==> config.mk <==
export PLATFORM = sky130hd
export DESIGN_NAME = tgpi_queue
export DESIGN_NICKNAME = d
export VERILOG_FILES = /design/src/rtl/tgpi_pkg.sv /design/src/rtl/tgpi_queue.sv
export SDC_FILE = /design/constraint.sdc
export NUM_CORES = 1
export LEC_CHECK = 0
export ABC_AREA = 1
export BUFFER_PORTS_ARGS = -buffer_cell sky130_fd_sc_hd__buf_4
export CAP_MARGIN = 20
export CORE_MARGIN = 10
export CORE_UTILIZATION = 42
export CTS_CLUSTER_DIAMETER = 200
export CTS_CLUSTER_SIZE = 10
export DETAILED_ROUTE_END_ITERATION = 12
export PLACE_DENSITY_LB_ADDON = 0.08
export RECOVER_POWER = 100
export SYNTH_ARGS = -nofsm -noshare
export SYNTH_HDL_FRONTEND = slang
export SYNTH_SLANG_ARGS = --single-unit
==> constraint.sdc <==
create_clock -name i_clk -period 20.1 [get_ports i_clk]
set_input_delay 1.005 -clock i_clk [delete_from_list [all_inputs] [get_ports i_clk]]
set_output_delay 1.005 -clock i_clk [all_outputs]
set_load 0.005 [all_outputs]
==> src/rtl/tgpi_pkg.sv <==
// ----------------------------------------------------------------------------
// tgpi_pkg
// Shared widths, codes and types of the tray grid point interpolator.
// ----------------------------------------------------------------------------
package tgpi_pkg;

    localparam int MAX_HOLES_DEF = 64;
    localparam int EMIT_CAP      = 64;

    localparam int IDX_W   = 6;
    localparam int POS_W   = 32;
    localparam int CFG_W   = 7;
    localparam int MODE_W  = 2;
    localparam int CIDX_W  = 2;
    localparam int DATA_W  = 136;
    localparam int NDIM    = 3;
    localparam int WORD_W  = 4 * POS_W;

    localparam int FRAC_W  = 16;
    localparam int DIFF_W  = POS_W + 1;
    localparam int NUM_W   = POS_W + FRAC_W;
    localparam int SPAN_W  = NUM_W + 2;
    localparam int SUM_W   = SPAN_W + 8;
    localparam int QUO_W   = SUM_W - FRAC_W;
    localparam int TOT_W   = QUO_W + 1;
    localparam int NCNT_W  = 2 * CFG_W;

    localparam int QDEPTH  = 2;
    localparam int QPTR_W  = 1;

    localparam logic [MODE_W-1:0] MODE_WRITE   = 2'd0;
    localparam logic [MODE_W-1:0] MODE_COMPUTE = 2'd1;
    localparam logic [MODE_W-1:0] MODE_READ    = 2'd2;

    localparam logic [CIDX_W-1:0] CFG_ROWS = 2'd0;
    localparam logic [CIDX_W-1:0] CFG_COLS = 2'd1;
    localparam logic [CIDX_W-1:0] CFG_FRM  = 2'd2;

    typedef enum logic [1:0] {
        K_WRITE,
        K_COMPUTE,
        K_READ
    } t_kind;

    typedef struct packed {
        t_kind              kind;
        logic [IDX_W-1:0]   idx;
        logic               in_store;
        logic [POS_W-1:0]   r;
        logic [POS_W-1:0]   z;
        logic [POS_W-1:0]   y;
        logic [POS_W-1:0]   x;
    } t_cmd;

    typedef struct packed {
        logic [CFG_W-1:0] rows;
        logic [CFG_W-1:0] cols;
        logic             frm;
    } t_cfg;

    typedef struct packed {
        logic clearing;
        logic idle;
    } t_bstat;

endpackage

==> src/rtl/tgpi_queue.sv <==
// ----------------------------------------------------------------------------
// tgpi_queue
// Two-entry command queue between the front and the back end.
// ----------------------------------------------------------------------------
module tgpi_queue
    import tgpi_pkg::*;
(
    input  logic i_clk,
    input  logic i_rst_n,
    input  logic i_push,
    input  t_cmd i_cmd,
    output logic o_full,
    input  logic i_pop,
    output logic o_valid,
    output t_cmd o_cmd
);

    t_cmd              r_slot [QDEPTH];
    logic [QPTR_W-1:0] r_wp;
    logic [QPTR_W-1:0] r_rp;
    logic [QPTR_W:0]   r_cnt;

    assign o_full  = r_cnt == (QPTR_W+1)'(QDEPTH);
    assign o_valid = r_cnt != '0;
    assign o_cmd   = r_slot[r_rp];

    always_ff @(posedge i_clk) begin
        if (!i_rst_n) begin
            r_wp  <= '0;
            r_rp  <= '0;
            r_cnt <= '0;
        end else begin
            if (i_push) begin
                r_slot[r_wp] <= i_cmd;
                r_wp         <= r_wp + 1'b1;
            end
            if (i_pop) begin
                r_rp <= r_rp + 1'b1;
            end
            if (i_push && !i_pop) begin
                r_cnt <= r_cnt + 1'b1;
            end else if (!i_push && i_pop) begin
                r_cnt <= r_cnt - 1'b1;
            end
        end
    end

endmodule

==> results.txt <==
CP max-delay cell: clkbuf_1
pin slew with the least headroom to its limit: 4427 ps
first-pass GRT wire length: 34,240 um
final setup vio count: 0
Post-CTS Resized: 0
maximum clock rate: 129.2 MHz
drt initial violations: 304
hold buffers post-CTS: 0
Hold Crit Class: reg -> reg
routability cong.: 0.7209
TritonCTS clock tree: yes
total grt overflow: 0
Via density: 4.839
clock latency at the later pin of the worst-skew pair: 540 ps
layout cells sized above 1: 40.88%
Synth Register Bits: 279
slew margin rel.: -195.2%
crit path DAT: 6740 ps
post-CTS setup buffer count: 0
wire length per cell: 21.01 um
slowest stage delay, CP: 2920 ps
DRT Wirelength: 22,960 um
failing checks: capacitance limit, slew limit
clk buf depth: 3
Syn Inst Count: 460
outcome: finished, violations left
vias in the first global route: 5,798
minimum clock period: 7741 ps
Clock transition at path regs: 60 ps
Nets: 904
Post-Place Cells: 1,048
clock skew: 22.20 ps
worst-path maximum fanout: 70
Leak Pwr: 4.475 nW
Worst Path Required: 19,090 ps
HPWL Detailed: 15,940 um
Syn Std Cell Area: 0.01020 mm2
largest net degree at the start of global routing: 77
Area Growth Syn to Fin: 26.80%
Clock Root Buffer: clkbuf_16
DRT Pass-1 Iters: 4
antenna violations before repair: 3
setup TNS: 0 ps
most common cell after layout, fill and taps aside: edfxtp_1
Die ar.: 0.03091 mm2
most frequent cells in the layout: edfxtp_1 (274), clkbuf_4 (145), clkbuf_1 (128)
sequential area share after synthesis: 81.68%
Final period util: 38.51%
gr usage total: 14.21%
row count: 56
Avg Cell Area, Syn: 22.17 um2
CP dominant cell by count: clkbuf_1
Fillers: 2,021
Critical Path Source Type: flip-flop
final slew viol count: 418
critical-path cell list: clkbuf_1 > mux2_2 > clkbuf_1
Starting Density: 43.05%
Critical Path Sink Type: output pin
worst IR drop on VDD: 0.06803 mV
CTS Buf Count: 31
Yosys warnings: 0
I/O Buffers: 279
maxcap violations: 6
via count: 5,289
Final Hold Violating Endpoints: 0
synth unique cells: 15
CTS sink count: 279
Die Y-Extent: 175.8 um
# IOs: 280
RSZ-0062 raised after global routing: false
syn nets: 602
Die W: 175.8 um
Detail Route Antenna Nets: 0
H-tree depth: 1
final non-filler cell total: 1,093
DR DRC count: 0
core footprint: 0.02368 mm2
power per cell area: 97.30 mW/mm2
critical path class: reg -> out
[cells by family after synthesis]
logic type	Yosys count	synth area share, %
AND/OR/NAND/NOR	15	0.6013
XOR/XNOR	1	0.08592
multiplexers	137	15.13
AO/OA/AOI/OAI	3	0.1472
adder cells (fa/ha/maj)	1	0.1227
buffers and inverters	24	2.233
flip-flops	279	81.68
[routing by layer]
layer	global-route usage [%]	wire length (um)	vias up
li1	-	-	2406
met1	15.80	8436	2658
met2	24.96	11950	184
met3	5.511	2087	39
met4	3.603	474	2
met5	0	13	-
[cell usage after synthesis]
cell | n | area, um2
edfxtp_1 | 274 | 8228
mux2_2 | 137 | 1543
clkbuf_8 | 10 | 137.6
inv_1 | 9 | 33.78
nand2_1 | 7 | 26.28
buf_6 | 5 | 56.30
dfxtp_1 | 5 | 100.1
nor2_1 | 5 | 18.77
a21oi_1 | 2 | 10.01
ha_1 | 1 | 12.51
nand3_1 | 1 | 5.000
nand4_1 | 1 | 6.260
nor3_1 | 1 | 5.000
o21ai_0 | 1 | 5.000
xnor2_1 | 1 | 8.760
[report_power, final]
part | internal (mW) | switching, mW
registers | 0.664 | 0.00931
logic | 0.0596 | 0.0489
clock network | 0.278 | 0.198
[path summary, 6_finish.rpt]
kind	startpoint	end	slack (ps)	cells past startpoint
hold / removal	r_wp	r_wp	480	2
setup reg to reg	r_wp	r_slot[1][16]	15770	3
hold reg to reg	r_wp	r_wp	480	2
setup / recovery	flip-flop	o_cmd[116]	12360	3
[sequential cells by signal, summed over array words and instances (netlist names), named ones only]
signal	flops
r_cnt	2
r_rp	1
r_slot	274
r_wp	1
[metrics by stage]
| stage | power (mW) | utilization, % | hold slack (ps) | cell area, um2 | setup WS (ps) |
|---|---|---|---|---|---|
| floorplan | 0.7393 | - | 443.3 | 10200 | 8990 |
| global placement | 0.8039 | 52.99 | 450.4 | 12550 | 16620 |
| detailed placement | 0.8080 | 52.99 | 482.0 | 12550 | 16560 |
| CTS | 1.288 | 56.47 | 490.6 | 13370 | 15980 |
| global route | 1.311 | 54.59 | 507.6 | 12930 | 11680 |
| finish | 1.258 | 54.59 | 482.4 | 12930 | 12360 |
[cell type report]
| cell class | count | area [um2] | share of cell area, % |
|---|---|---|---|
| flip-flops and latches | 279 | 8328 | 64.42 |
| repair buffers | 284 | 1700 | 13.15 |
| multi-input cells | 157 | 1640 | 12.69 |
| clock buffers | 44 | 824.5 | 6.378 |
| well taps | 319 | 399.1 | 3.087 |
| inverters | 9 | 33.78 | 0.2613 |
| diodes | 1 | 2.502 | 0.01936 |
[critical path, delay by kind of cell (launching register included)]
| family | cells | cell delay (ps) |
|---|---|---|
| buffers and inverters | 2 | 3090 |
| flip-flops | 1 | 2380 |
| multiplexers | 1 | 590 |
Note: power is estimated with default switching activity, not from simulation.
